$ cat src/sv/dsp_pkg.sv
package dsp_pkg;

  // Default sizing of the engine.
  localparam int unsigned DEF_VERTICES    = 16;
  localparam int unsigned DEF_WEIGHT_BITS = 8;

  // Fixed field widths of the request and result channels.
  localparam int unsigned VERT_W     = 4;
  localparam int unsigned WGT_IN_W   = 8;
  localparam int unsigned DIST_W     = 14;
  localparam int unsigned MAX_REPORT = 16;

  localparam logic [DIST_W-1:0] UNREACHABLE = 14'd9999;

  // Request kinds.
  localparam logic REQ_LOAD = 1'b0;
  localparam logic REQ_RUN  = 1'b1;

  // Commands from the controller to the datapath.
  typedef struct packed {
    logic wt_we;       // write one matrix weight from the request
    logic run_start;   // capture the start vertex, clear visited flags
    logic init_step;   // write one initial distance, advance the counter
    logic scan_clr;    // restart the vertex counter and the minimum search
    logic pick_step;   // minimum search over unvisited vertices
    logic commit;      // mark the chosen vertex visited and latch it
    logic relax_step;  // relax the edges of the chosen vertex
    logic out_load;    // load the result register from the distance store
    logic out_next;    // advance to the next reported vertex
  } dp_cmd_t;

  // Status from the datapath to the controller.
  typedef struct packed {
    logic cnt_last;     // counter is on the last vertex
    logic scan_done;    // all reads of a scan issued and consumed
    logic found;        // the minimum search found a reachable vertex
    logic rounds_done;  // all rounds of the search are done
    logic out_last;     // counter is on the last reported vertex
    logic out_taken;    // the result register transfer completes
  } dp_stat_t;

endpackage

$ cat src/sv/dsp_ram.sv
module dsp_ram #(
  parameter int unsigned WIDTH = 8,
  parameter int unsigned DEPTH = 16,
  localparam int unsigned AW = (DEPTH > 1) ? $clog2(DEPTH) : 1
) (
  input  logic             clk_i,
  input  logic             we_i,
  input  logic [AW-1:0]    waddr_i,
  input  logic [WIDTH-1:0] wdata_i,
  input  logic [AW-1:0]    raddr_i,
  output logic [WIDTH-1:0] rdata_o
);

  logic [WIDTH-1:0] mem_q [DEPTH];
  logic [WIDTH-1:0] rdata_q;

  always_ff @(posedge clk_i) begin
    if (we_i) begin
      mem_q[waddr_i] <= wdata_i;
    end
    rdata_q <= mem_q[raddr_i];
  end

  assign rdata_o = rdata_q;

endmodule

$ cat src/sv/dsp_datapath.sv
module dsp_datapath #(
  parameter int unsigned VERTICES    = dsp_pkg::DEF_VERTICES,
  parameter int unsigned WEIGHT_BITS = dsp_pkg::DEF_WEIGHT_BITS
) (
  input  logic                          clk_i,
  input  logic                          rst_ni,
  input  dsp_pkg::dp_cmd_t              cmd_i,
  output dsp_pkg::dp_stat_t             stat_o,
  input  logic [dsp_pkg::VERT_W-1:0]    row_vertex_i,
  input  logic [dsp_pkg::VERT_W-1:0]    col_vertex_i,
  input  logic [dsp_pkg::WGT_IN_W-1:0]  edge_weight_i,
  input  logic [dsp_pkg::VERT_W-1:0]    start_vertex_i,
  input  logic                          out_ready_i,
  output logic                          out_valid_o,
  output logic [dsp_pkg::VERT_W-1:0]    vertex_index_o,
  output logic [dsp_pkg::DIST_W-1:0]    path_distance_o,
  output logic                          last_result_o
);
  import dsp_pkg::*;

  localparam int unsigned VB     = $clog2(VERTICES);
  localparam int unsigned CW     = $clog2(VERTICES + 1);
  localparam int unsigned MD     = VERTICES * VERTICES;
  localparam int unsigned WA     = $clog2(MD);
  localparam int unsigned SW     = DIST_W + 1;
  localparam int unsigned REPORT = (VERTICES < MAX_REPORT) ? VERTICES : MAX_REPORT;

  logic [CW-1:0]          cnt_q, cnt_d;
  logic                   rd_vld_q, rd_vld_d;
  logic [VB-1:0]          rd_idx_q, rd_idx_d;
  logic [DIST_W-1:0]      best_q, best_d;
  logic [VB-1:0]          best_idx_q, best_idx_d;
  logic                   found_q, found_d;
  logic [VB-1:0]          u_q, u_d;
  logic [DIST_W-1:0]      du_q, du_d;
  logic [VB-1:0]          round_q, round_d;
  logic [VERTICES-1:0]    visited_q, visited_d;
  logic [VERT_W-1:0]      start_q, start_d;
  logic                   out_vld_q, out_vld_d;
  logic [VERT_W-1:0]      out_idx_q, out_idx_d;
  logic [DIST_W-1:0]      out_dist_q, out_dist_d;
  logic                   out_last_q, out_last_d;

  logic                   wt_we;
  logic [WA-1:0]          wt_waddr, wt_raddr;
  logic [WEIGHT_BITS-1:0] wt_rdata;
  logic                   dist_we;
  logic [VB-1:0]          dist_waddr;
  logic [DIST_W-1:0]      dist_wdata, dist_rdata;

  logic [SW-1:0]          cand;
  logic [DIST_W-1:0]      cand_sat;
  logic                   relax_hit, pick_hit, start_hit, issue;

  // Weight matrix, row-major.
  assign wt_we    = cmd_i.wt_we && (32'(row_vertex_i) < VERTICES)
                    && (32'(col_vertex_i) < VERTICES);
  assign wt_waddr = WA'(row_vertex_i) * WA'(VERTICES) + WA'(col_vertex_i);
  assign wt_raddr = WA'(u_q) * WA'(VERTICES) + WA'(cnt_q[VB-1:0]);

  dsp_ram #(
    .WIDTH (WEIGHT_BITS),
    .DEPTH (MD)
  ) u_wt_ram (
    .clk_i   (clk_i),
    .we_i    (wt_we),
    .waddr_i (wt_waddr),
    .wdata_i (edge_weight_i[WEIGHT_BITS-1:0]),
    .raddr_i (wt_raddr),
    .rdata_o (wt_rdata)
  );

  dsp_ram #(
    .WIDTH (DIST_W),
    .DEPTH (VERTICES)
  ) u_dist_ram (
    .clk_i   (clk_i),
    .we_i    (dist_we),
    .waddr_i (dist_waddr),
    .wdata_i (dist_wdata),
    .raddr_i (cnt_q[VB-1:0]),
    .rdata_o (dist_rdata)
  );

  always_comb begin
    cand      = SW'(du_q) + SW'(wt_rdata);
    cand_sat  = (cand > SW'(UNREACHABLE)) ? UNREACHABLE : cand[DIST_W-1:0];
    relax_hit = cmd_i.relax_step && rd_vld_q && (wt_rdata != '0)
                && !visited_q[rd_idx_q] && (dist_rdata > cand_sat);
    pick_hit  = cmd_i.pick_step && rd_vld_q && !visited_q[rd_idx_q]
                && (dist_rdata < best_q);
    start_hit = (32'(start_q) == 32'(cnt_q));
    issue     = (cmd_i.pick_step || cmd_i.relax_step) && (cnt_q < CW'(VERTICES));

    dist_we    = cmd_i.init_step || relax_hit;
    dist_waddr = cmd_i.init_step ? cnt_q[VB-1:0] : rd_idx_q;
    if (cmd_i.init_step) begin
      dist_wdata = start_hit ? '0 : UNREACHABLE;
    end else begin
      dist_wdata = cand_sat;
    end
  end

  always_comb begin
    cnt_d      = cnt_q;
    rd_vld_d   = 1'b0;
    rd_idx_d   = rd_idx_q;
    best_d     = best_q;
    best_idx_d = best_idx_q;
    found_d    = found_q;
    u_d        = u_q;
    du_d       = du_q;
    round_d    = round_q;
    visited_d  = visited_q;
    start_d    = start_q;
    out_vld_d  = out_vld_q;
    out_idx_d  = out_idx_q;
    out_dist_d = out_dist_q;
    out_last_d = out_last_q;

    if (cmd_i.run_start) begin
      start_d   = start_vertex_i;
      visited_d = '0;
      round_d   = '0;
      cnt_d     = '0;
    end
    if (cmd_i.init_step || cmd_i.out_next) begin
      cnt_d = cnt_q + CW'(1);
    end
    if (issue) begin
      rd_vld_d = 1'b1;
      rd_idx_d = cnt_q[VB-1:0];
      cnt_d    = cnt_q + CW'(1);
    end
    if (pick_hit) begin
      best_d     = dist_rdata;
      best_idx_d = rd_idx_q;
      found_d    = 1'b1;
    end
    if (cmd_i.commit) begin
      visited_d[best_idx_q] = 1'b1;
      u_d      = best_idx_q;
      du_d     = best_q;
      round_d  = round_q + VB'(1);
      cnt_d    = '0;
      rd_vld_d = 1'b0;
    end
    if (cmd_i.scan_clr) begin
      cnt_d    = '0;
      rd_vld_d = 1'b0;
      best_d   = UNREACHABLE;
      found_d  = 1'b0;
    end
    if (cmd_i.out_load) begin
      out_vld_d  = 1'b1;
      out_idx_d  = VERT_W'(cnt_q);
      out_dist_d = dist_rdata;
      out_last_d = (cnt_q == CW'(REPORT - 1));
    end else if (out_vld_q && out_ready_i) begin
      out_vld_d = 1'b0;
    end
  end

  always_ff @(posedge clk_i or negedge rst_ni) begin
    if (!rst_ni) begin
      cnt_q     <= '0;
      rd_vld_q  <= 1'b0;
      found_q   <= 1'b0;
      round_q   <= '0;
      visited_q <= '0;
      out_vld_q <= 1'b0;
    end else begin
      cnt_q     <= cnt_d;
      rd_vld_q  <= rd_vld_d;
      found_q   <= found_d;
      round_q   <= round_d;
      visited_q <= visited_d;
      out_vld_q <= out_vld_d;
    end
  end

  always_ff @(posedge clk_i) begin
    rd_idx_q   <= rd_idx_d;
    best_q     <= best_d;
    best_idx_q <= best_idx_d;
    u_q        <= u_d;
    du_q       <= du_d;
    start_q    <= start_d;
    out_idx_q  <= out_idx_d;
    out_dist_q <= out_dist_d;
    out_last_q <= out_last_d;
  end

  always_comb begin
    stat_o.cnt_last    = (cnt_q == CW'(VERTICES - 1));
    stat_o.scan_done   = (cnt_q == CW'(VERTICES)) && !rd_vld_q;
    stat_o.found       = found_q;
    stat_o.rounds_done = (round_q == VB'(VERTICES - 1));
    stat_o.out_last    = (cnt_q == CW'(REPORT - 1));
    stat_o.out_taken   = out_vld_q && out_ready_i;
  end

  assign out_valid_o     = out_vld_q;
  assign vertex_index_o  = out_idx_q;
  assign path_distance_o = out_dist_q;
  assign last_result_o   = out_last_q;

endmodule

$ cat src/sv/dsp_ctrl.sv
module dsp_ctrl (
  input  logic              clk_i,
  input  logic              rst_ni,
  input  logic              in_valid_i,
  input  logic              req_type_i,
  output logic              in_ready_o,
  input  dsp_pkg::dp_stat_t stat_i,
  output dsp_pkg::dp_cmd_t  cmd_o
);
  import dsp_pkg::*;

  typedef enum logic [2:0] {
    ST_IDLE,
    ST_INIT,
    ST_PICK,
    ST_RELAX,
    ST_OUT_RD,
    ST_OUT_LD,
    ST_OUT_WAIT
  } state_e;

  state_e state_q, state_d;
  logic   in_ready_q;

  always_comb begin
    cmd_o   = '0;
    state_d = state_q;
    case (state_q)
      ST_IDLE: begin
        if (in_valid_i && in_ready_q) begin
          if (req_type_i == REQ_LOAD) begin
            cmd_o.wt_we = 1'b1;
          end else begin
            cmd_o.run_start = 1'b1;
            state_d         = ST_INIT;
          end
        end
      end
      ST_INIT: begin
        cmd_o.init_step = 1'b1;
        if (stat_i.cnt_last) begin
          cmd_o.scan_clr = 1'b1;
          state_d        = ST_PICK;
        end
      end
      ST_PICK: begin
        cmd_o.pick_step = 1'b1;
        if (stat_i.scan_done) begin
          if (stat_i.found) begin
            cmd_o.commit = 1'b1;
            state_d      = ST_RELAX;
          end else begin
            cmd_o.scan_clr = 1'b1;
            state_d        = ST_OUT_RD;
          end
        end
      end
      ST_RELAX: begin
        cmd_o.relax_step = 1'b1;
        if (stat_i.scan_done) begin
          cmd_o.scan_clr = 1'b1;
          state_d        = stat_i.rounds_done ? ST_OUT_RD : ST_PICK;
        end
      end
      ST_OUT_RD: begin
        state_d = ST_OUT_LD;
      end
      ST_OUT_LD: begin
        cmd_o.out_load = 1'b1;
        state_d        = ST_OUT_WAIT;
      end
      ST_OUT_WAIT: begin
        if (stat_i.out_taken) begin
          if (stat_i.out_last) begin
            state_d = ST_IDLE;
          end else begin
            cmd_o.out_next = 1'b1;
            state_d        = ST_OUT_RD;
          end
        end
      end
      default: begin
        state_d = ST_IDLE;
      end
    endcase
  end

  always_ff @(posedge clk_i or negedge rst_ni) begin
    if (!rst_ni) begin
      state_q    <= ST_IDLE;
      in_ready_q <= 1'b1;
    end else begin
      state_q    <= state_d;
      in_ready_q <= (state_d == ST_IDLE);
    end
  end

  assign in_ready_o = in_ready_q;

endmodule

$ cat src/sv/dense_shortest_path_engine_top.sv
// Load request: one transfer per cycle back to back, no result.
// Run request: distance setup, then up to V-1 rounds of two scans each
// (minimum search, then edge relaxation); then each reported distance passes
// through a read, a load and a wait-for-transfer state.
// Reset (asynchronous, active low) clears the controller, counters and visited
// flags; the weight matrix and distance store are not cleared.
module dense_shortest_path_engine_top #(
  parameter int unsigned VERTICES    = dsp_pkg::DEF_VERTICES,
  parameter int unsigned WEIGHT_BITS = dsp_pkg::DEF_WEIGHT_BITS
) (
  input  logic                          clk_i,
  input  logic                          rst_ni,
  input  logic                          in_valid_i,
  output logic                          in_ready_o,
  input  logic                          req_type_i,
  input  logic [dsp_pkg::VERT_W-1:0]    row_vertex_i,
  input  logic [dsp_pkg::VERT_W-1:0]    col_vertex_i,
  input  logic [dsp_pkg::WGT_IN_W-1:0]  edge_weight_i,
  input  logic [dsp_pkg::VERT_W-1:0]    start_vertex_i,
  output logic                          out_valid_o,
  input  logic                          out_ready_i,
  output logic [dsp_pkg::VERT_W-1:0]    vertex_index_o,
  output logic [dsp_pkg::DIST_W-1:0]    path_distance_o,
  output logic                          last_result_o
);
  import dsp_pkg::*;

  // The controller sequences a run through setup, alternating minimum search
  // and relaxation scans, and the result phase. It only accepts a request
  // transfer while idle, so a new request never overlaps a run in progress.
  dp_cmd_t  cmd;
  dp_stat_t stat;

  dsp_ctrl u_ctrl (
    .clk_i      (clk_i),
    .rst_ni     (rst_ni),
    .in_valid_i (in_valid_i),
    .req_type_i (req_type_i),
    .in_ready_o (in_ready_o),
    .stat_i     (stat),
    .cmd_o      (cmd)
  );

  // The datapath holds the weight matrix and the distance store as RAMs with
  // registered reads. Each scan streams one vertex per cycle through the read
  // port and consumes each read in the cycle after its issue, so the visited
  // flags and the running minimum live in flip-flops next to the RAMs.
  dsp_datapath #(
    .VERTICES    (VERTICES),
    .WEIGHT_BITS (WEIGHT_BITS)
  ) u_datapath (
    .clk_i           (clk_i),
    .rst_ni          (rst_ni),
    .cmd_i           (cmd),
    .stat_o          (stat),
    .row_vertex_i    (row_vertex_i),
    .col_vertex_i    (col_vertex_i),
    .edge_weight_i   (edge_weight_i),
    .start_vertex_i  (start_vertex_i),
    .out_ready_i     (out_ready_i),
    .out_valid_o     (out_valid_o),
    .vertex_index_o  (vertex_index_o),
    .path_distance_o (path_distance_o),
    .last_result_o   (last_result_o)
  );

endmodule

$ cat config.mk
export PLATFORM = sky130hd
export DESIGN_NAME = dense_shortest_path_engine_top
export DESIGN_NICKNAME = d
export VERILOG_FILES = /design/src/sv/dsp_pkg.sv /design/src/sv/dsp_ram.sv /design/src/sv/dsp_datapath.sv /design/src/sv/dsp_ctrl.sv /design/src/sv/dense_shortest_path_engine_top.sv
export SDC_FILE = /design/constraint.sdc
export NUM_CORES = 2
export LEC_CHECK = 0
export ABC_CLOCK_PERIOD_IN_PS = 11600
export CORE_UTILIZATION = 45
export DETAILED_ROUTE_END_ITERATION = 8
export DONT_BUFFER_PORTS = 1
export HOLD_SLACK_MARGIN = 0.05
export PLACE_DENSITY_LB_ADDON = 0.08
export SLEW_MARGIN = 10
export SYNTH_ARGS = -nofsm -noshare
export SYNTH_HDL_FRONTEND = slang
export SYNTH_SLANG_ARGS = --single-unit
$ cat constraint.sdc
create_clock -name clk_i -period 11.6 [get_ports clk_i]
set_input_delay 1.16 -clock clk_i [delete_from_list [all_inputs] [get_ports clk_i]]
set_output_delay 1.16 -clock clk_i [all_outputs]
set_load 0.1 [all_outputs]
# --- After elaboration in Yosys (flattened, before gate mapping) ---
# Memories as Yosys holds them, arrays and structs flattened. A register that Yosys moved wholly into a read port is not among the register bits.
# Index checks and enable logic that the tools add are counted.
word_totals:
  reg_bits: 95
  ramBits: 2272
  input_bits: 25
  word_cells: 122
  memories: 2
memory_table:
  columns: ["name", "words", "width", "rd", "rd_clocked_by_memory_dff", "wr", "line_no", "rtl"]
  rows:
  - ["u_datapath.u_wt_ram.mem_q", 256, 8, 1, 1, 1, "dsp_ram.sv:14", "logic [WIDTH-1:0] mem_q [DEPTH];"]
  - ["u_datapath.u_dist_ram.mem_q", 16, 14, 1, 1, 1, "dsp_ram.sv:14", null]
op_classes:
  addsub: 5
  n_lt_le_gt_ge: 7
  n_eq_ne: 10
  mux: 56
  bitwise_logic: 1
  reduce_logical: 24
op_table:
  columns: ["op", "n"]
  rows:
  - ["14-bit two-way mux", 3]
  - ["16-bit two-way mux", 2]
  - ["1-bit two-way mux", 27]
  - ["3-bit two-way mux", 9]
  - ["5-bit two-way mux", 5]
  - ["3-bit one-hot mux with 7 select lines", 1]
  - ["8-bit by 4-bit adder with 8-bit output", 2]
  - ["16-bit OR", 1]
  - ["14-bit by 8-bit adder with 15-bit output", 1]
  - ["15-bit by 14-bit > comparator with 1-bit output (second input constant)", 1]
  - ["14-bit > comparator", 1]
  - ["14-bit < comparator", 1]
  - ["1-bit logical AND", 12]
  - ["4-bit two-way mux", 3]
  - ["4-bit by 5-bit < comparator with 1-bit output (second input constant)", 2]
  - ["3-bit equality test (second input constant)", 3]
  - ["8-bit nonzero test", 1]
  - ["3-bit by 2-bit equality test with 1-bit output (second input constant)", 2]
  - ["3-bit zero test", 2]
  - ["2-bit two-way mux", 3]
  - ["2-bit nonzero test", 3]
  - ["5-bit by 1-bit adder with 5-bit output (second input constant)", 1]
  - ["4-bit by 5-bit equality test with 1-bit output", 1]
  - ["5-bit by 4-bit equality test with 1-bit output (second input constant)", 1]
  - ["12 further kinds", 15]

# --- Longest topological paths before layout ---
depth:
  depth_word: 9
  mapped_depth: 21
  ltp_nobuf: 19

# --- By module ---
# Synthesis repeated with hierarchy kept, for this count alone.
unflattened:
  cells_unflattened: 4601
  area_unflattened_um2: 93749.9
by_module_without_submodules:
  columns: ["mod", "n_inst", "cells_each", "area_per_inst_um2", "seq_area_each_um2"]
  rows:
  - ["dsp_ram at u_datapath.u_wt_ram", 1, 3733, 79556.3, 61659.1]
  - ["dsp_ram at u_datapath.u_dist_ram", 1, 379, 8763.4, 7006.7]
  - ["dsp_datapath", 1, 443, 5033.6, 2452.4]
  - ["dsp_ctrl", 1, 46, 396.6, 101.3]

# --- Worst setup path before layout ---
# No wires, ideal clock.
synth_path:
  kind: "reg2reg"
  start: "register u_datapath.u_wt_ram.rdata_q[0], in the netlist u_datapath.u_wt_ram.rdata_o[0], read port of u_datapath.u_wt_ram.mem_q"
  end: "memory u_datapath.u_dist_ram.mem_q[13][0] (netlist name), enable pin"
  setup_time_ps: 409
  arrival_ps: 4862
  t_required_ps: 11191
  path_slack_ps: 6329
  path_stages_with_launch: 21
  n_path_buf: 1
  synth_period_minus_slack_ps: 5271
  cell_sequence: "dfxtp_1 -> ha_1 -> inv_1 -> fa_1 -> and2b_1 -> o21ai_1 -> a22o_1 -> a2111oi_0 -> a22oi_1 -> a211o_1 -> buf_2 -> nand2b_1 -> ha_1 -> a21oi_1 -> nor2b_1 -> o21ai_0 -> nand2b_1 -> a21oi_1 -> o211ai_1 -> nand4_4 -> o32ai_1"
synth_via:
  elab_chain_cells: 8
synth_lines:
  columns: ["element", "line_no", "rtl"]
  rows:
  - ["start: declaration", "dsp_ram.sv:15", "logic [WIDTH-1:0] rdata_q;"]
  - ["14-bit by 8-bit adder with 15-bit output", "dsp_datapath.sv:86", "cand = SW'(du_q) + SW'(wt_rdata);"]
  - ["15-bit by 14-bit > comparator with 1-bit output", "dsp_datapath.sv:87", "cand_sat = (cand > SW'(UNREACHABLE)) ? UNREACHABLE : cand[DIST_W-1:0];"]
  - ["14-bit two-way mux", "dsp_datapath.sv:87", null]
  - ["14-bit > comparator", "dsp_datapath.sv:89", "&& !visited_q[rd_idx_q] && (dist_rdata > cand_sat);"]
  - ["1-bit logical AND *", "dsp_datapath.sv:89", null]
  - ["1-bit logical OR *", "dsp_datapath.sv:95", "dist_we = cmd_i.init_step || relax_hit;"]
  - ["1-bit two-way mux *", "dsp_ram.sv:18", "if (we_i) begin"]
  - ["1-bit two-way mux (implied by the code) *", "dsp_ram.sv:19", "mem_q[waddr_i] <= wdata_i;"]
  - ["end: declaration", "dsp_ram.sv:14", null]
# Mark *: on every way between the ends. The rest lies on a longest branch, timed or not.

# --- Final worst setup path ---
layout_path:
  start: "register u_datapath.u_wt_ram.rdata_q[0], in the netlist u_datapath.u_wt_ram.rdata_o[0], read port of u_datapath.u_wt_ram.mem_q"
  end: "memory u_datapath.u_dist_ram.mem_q[11][10] (netlist name), enable pin"
# Same word-level chain as after synthesis.

==> flow_summary.yaml <==
run_status:
  status: "completed"
timing:
  relSlewSlack: 0.129
  fmax_ghz: 0.176
  finalHoldViolCount: 0
  fin_skew_ns: 0.0578
  setup_viol: 0
  rsz0062_at_grt: "no"
  final_max_slew_viol_count: 0
  setup_tns_ns: 0
  fin_crit_ns: 5.70
  fin_crit_sh: 0.491
  tightest_slew_ns: 1.30
critical_path:
  end_kind: "flip-flop"
  slowest_delay_ns: 0.84
  cp_data_arrival_time_ns: 6.22
  worstPathMaxFanout: 16
  worstSetupPathType: "reg2reg"
  crit_required_ns: 12.12
  start_kind: "flip-flop"
  worst_path_max_delay_cell: "o22ai_2"
  path_cells: "ha_1, inv_1, fa_1, and2b_1, o21ai_1, a22o_1, a2111oi_0, a22oi_1, a211o_1, nand2b_1, ha_1, a21oi_1, nor2b_1, o21ai_0, nand2b_1, a21oi_1, o211ai_1, nand4_4, o22ai_2"
power:
  fin_total_pwr_w: 0.0246
  powerDensity_nw_per_um2: 233
  leakage_nw: 33.4
  p_int_w: 0.0172
  clock_power_share: 0.340
  power.switching_w: 0.00734
  p_sw_frac: 0.299
  power_frac_seq: 0.414
  p_comb_frac: 0.247
  peakVddDrop_mv: 0.193
detailed_routing:
  first_pass_iters: 5
  vias: 47600
  drt-initial-drc-count: 5117
  wl_per_cell_um: 34.5
  drc: 0
  via_per_inst: 6.11
  antenna_left: 0
  drt-total-wl_um: 268000
die:
  die_y_um: 459
  dieArea_um2: 210000
  rows: 167
  start_util: 0.453
  pin_count: 46
  coreArea_um2: 207000
  die_w_um: 459
clock_tree:
  cts_buffer_depth: 4
  htree_levels: 5
  post_cts_buffers: 0
  cts_tree: "done"
  cts-buffers-inserted: 275
  cts_resized: 0
  cts_root_buf: "clkbuf_16"
  cts.sinks: 2389
  clkTransAtPathRegs_ns: 0.06
  clk_latency_ns: 0.91
finish:
  drive_gt1_frac: 0.203
  final_nets: 4866
  stdcell_count: 7783
  fin_area_um2: 105000
  area_delta_synth_final_pct: 12.2
global_route:
  grt_usage: 0.256
  grt.overflow.total: 0
  grt_max_degree: 257
  grt_pass1_vias: 47500
  grt_pass1_wl_um: 377000
  antenna_found_initial: 9
place:
  placed_cell_area_um2: 96800
  place_inst: 7310
  hpwlAfterDp_um: 152000
  portBuffers: 0
  globalplace.congestion: 0.822
logic_synthesis:
  ys_types: 84
  ys_ff_latch: 2389
  synth-edff-count: 2321
  synthFlopType: "edfxtp_1"
  synth_area_um2: 93900
  syn_inst: 4700
  avgSynthCellArea_um2: 20.0
  syn-num-nets: 4765
  ys_warn_count: 0
  synth_seq_area_share: 0.758
  ys_async_sr_fraction: 0.0134
job:
  maxCapViolCount: 0
worst_hold_path:
  hold_class: "in2reg"
==> cells in the mapped netlist (13+ instances only) <==
| master | count | share of area |
|---|---|---|
| clkbuf_1 | 127 | 0.0051 |
| a22oi_1 | 70 | 0.0056 |
| a22o_1 | 29 | 0.0027 |
| edfxtp_1 | 2321 | 0.74 |
| dfrtp_1 | 31 | 0.0083 |
| nor2b_1 | 23 | 0.0015 |
| buf_2 | 53 | 0.0028 |
| nand4_1 | 13 | 0.00087 |
| dfxtp_1 | 36 | 0.0077 |
| nor3_1 | 21 | 0.0011 |
| ha_1 | 39 | 0.0052 |
| buf_4 | 24 | 0.0019 |
| mux2i_1 | 223 | 0.024 |
| a21oi_1 | 85 | 0.0045 |
| nand2b_1 | 14 | 0.00093 |
| buf_1 | 14 | 0.00056 |
| a211oi_1 | 29 | 0.0023 |
| o221ai_1 | 31 | 0.0029 |
| nand2_1 | 172 | 0.0069 |
| o21ai_0 | 57 | 0.0030 |
| o22ai_1 | 66 | 0.0044 |
| a31oi_1 | 17 | 0.0011 |
| a221oi_1 | 43 | 0.0040 |
| mux4_2 | 494 | 0.12 |
| buf_6 | 43 | 0.0052 |
| nor2_1 | 335 | 0.013 |
| nand3_1 | 45 | 0.0024 |
| and2_1 | 13 | 0.00087 |
| inv_1 | 35 | 0.0014 |
| o211ai_1 | 21 | 0.0017 |
==> layout by cell type, fill, tap and decap left out, types with 39 or more instances in the layout <==
cell       instances
o21ai_0           57
edfxtp_1        2321
nor2_1           330
ha_1              39
clkbuf_1          64
clkbuf_16        279
nand3_1           39
nand2_1          159
clkinv_1          55
o22ai_1           57
mux2i_1          223
a22oi_1           70
a21oi_1           85
buf_4             87
a221oi_1          43
mux4_2           494
==> metal layers <==
metal	global-route usage	vias to the layer above	share of wire
met3	0.0422	445	0.065
met4	0.0776	2	0.030
met2	0.406	1817	0.48
met5	0	-	0.000056
li1	-	19700	-
met1	0.364	25600	0.43
==> flip-flops by register name, summed over array words and instances, names as in the netlist, 4 cells and up <==
signal and cells:
u_datapath.u_q 4, u_datapath.u_wt_ram.mem_q 2048, u_datapath.du_q 14, u_datapath.u_dist_ram.rdata_o 14, u_datapath.vertex_index_o 4, u_datapath.best_idx_q 4
u_datapath.round_q 4, u_datapath.rd_idx_q 4, u_datapath.best_q 14, u_datapath.path_distance_o 14, u_datapath.u_wt_ram.rdata_o 8, u_datapath.u_dist_ram.mem_q 224
u_datapath.cnt_q 5, u_datapath.visited_q 16, u_datapath.start_q 4
==> power groups by stage <==
stage          combinational, W  sequential (W)  clock [W]
2_1_floorplan           0.00416          0.0102          0
3_3_place_gp            0.00613          0.0103          0
3_5_place_dp            0.00611          0.0103          0
4_1_cts                 0.00613          0.0102    0.00848
5_1_grt                 0.00638          0.0102    0.00878
6_report                0.00606          0.0102    0.00835
==> worst max-delay path: cells and delay by family, from the launching register on <==
family          cells  cell delay [ns]
buf+inv             1             0.05
compound gates     10             3.00
fa+ha+maj           3             0.87
flops               1             0.34
simple gates        5             1.04
==> metrics by stage <==
stage	utilization	hold slack (ns)	setup slack (ns)
6_report	0.508	0.345	5.90
3_5_place_dp	0.467	0.415	5.93
5_1_grt	0.508	0.298	5.51
3_3_place_gp	0.467	0.417	5.99
4_1_cts	0.508	0.284	5.92
2_1_floorplan	-	0.408	6.33
==> layout make-up <==
class | count | area [µm²]
Tap cell | 2788 | 3490
Fill cell | 16800 | 102000
Multi-Input combinational cell | 1999 | 21100
Inverter | 39 | 151
Clock buffer | 344 | 7240
Antenna cell | 2 | 5.00
Clock inverter | 125 | 1240
Sequential cell | 2389 | 71200
Timing Repair Buffer | 97 | 833
==> path summary, 6_finish.rpt <==
kind,slack (ns),cells past startpoint,startpoint,end
min reg2reg,0.42,0,u_datapath.best_q[8],u_datapath.du_q[8]
max in group asynchronous,10.62,2,rst_ni,u_datapath.cnt_q[1]
min,0.34,0,start_vertex_i[3],u_datapath.start_q[3]
max,5.90,19,u_datapath.u_wt_ram.rdata_o[0],u_datapath.u_dist_ram.mem_q[11][10]
max reg2reg,5.90,19,u_datapath.u_wt_ram.rdata_o[0],u_datapath.u_dist_ram.mem_q[11][10]
min in group asynchronous,0.77,1,rst_ni,u_ctrl.in_ready_o
==> timing repair <==
| item | CTS | global route |
|---|---|---|
| hold endpoints to repair | 31 | 0 |
| hold buffers | 2 | 0 |
| setup endpoints to repair | 0 | 0 |
==> kinds of logic after synthesis <==
logic type / after synthesis / synth area share
multiplexers: 718 / 0.142
adder cells (fa/ha/maj): 40 / 0.00541
XOR/XNOR: 15 / 0.00140
flip-flops: 2389 / 0.758
AO/OA/AOI/OAI: 551 / 0.0422
AND/OR/NAND/NOR: 675 / 0.0311
buffers and inverters: 312 / 0.0190
No activity file was read; power rests on OpenSTA's default activity.
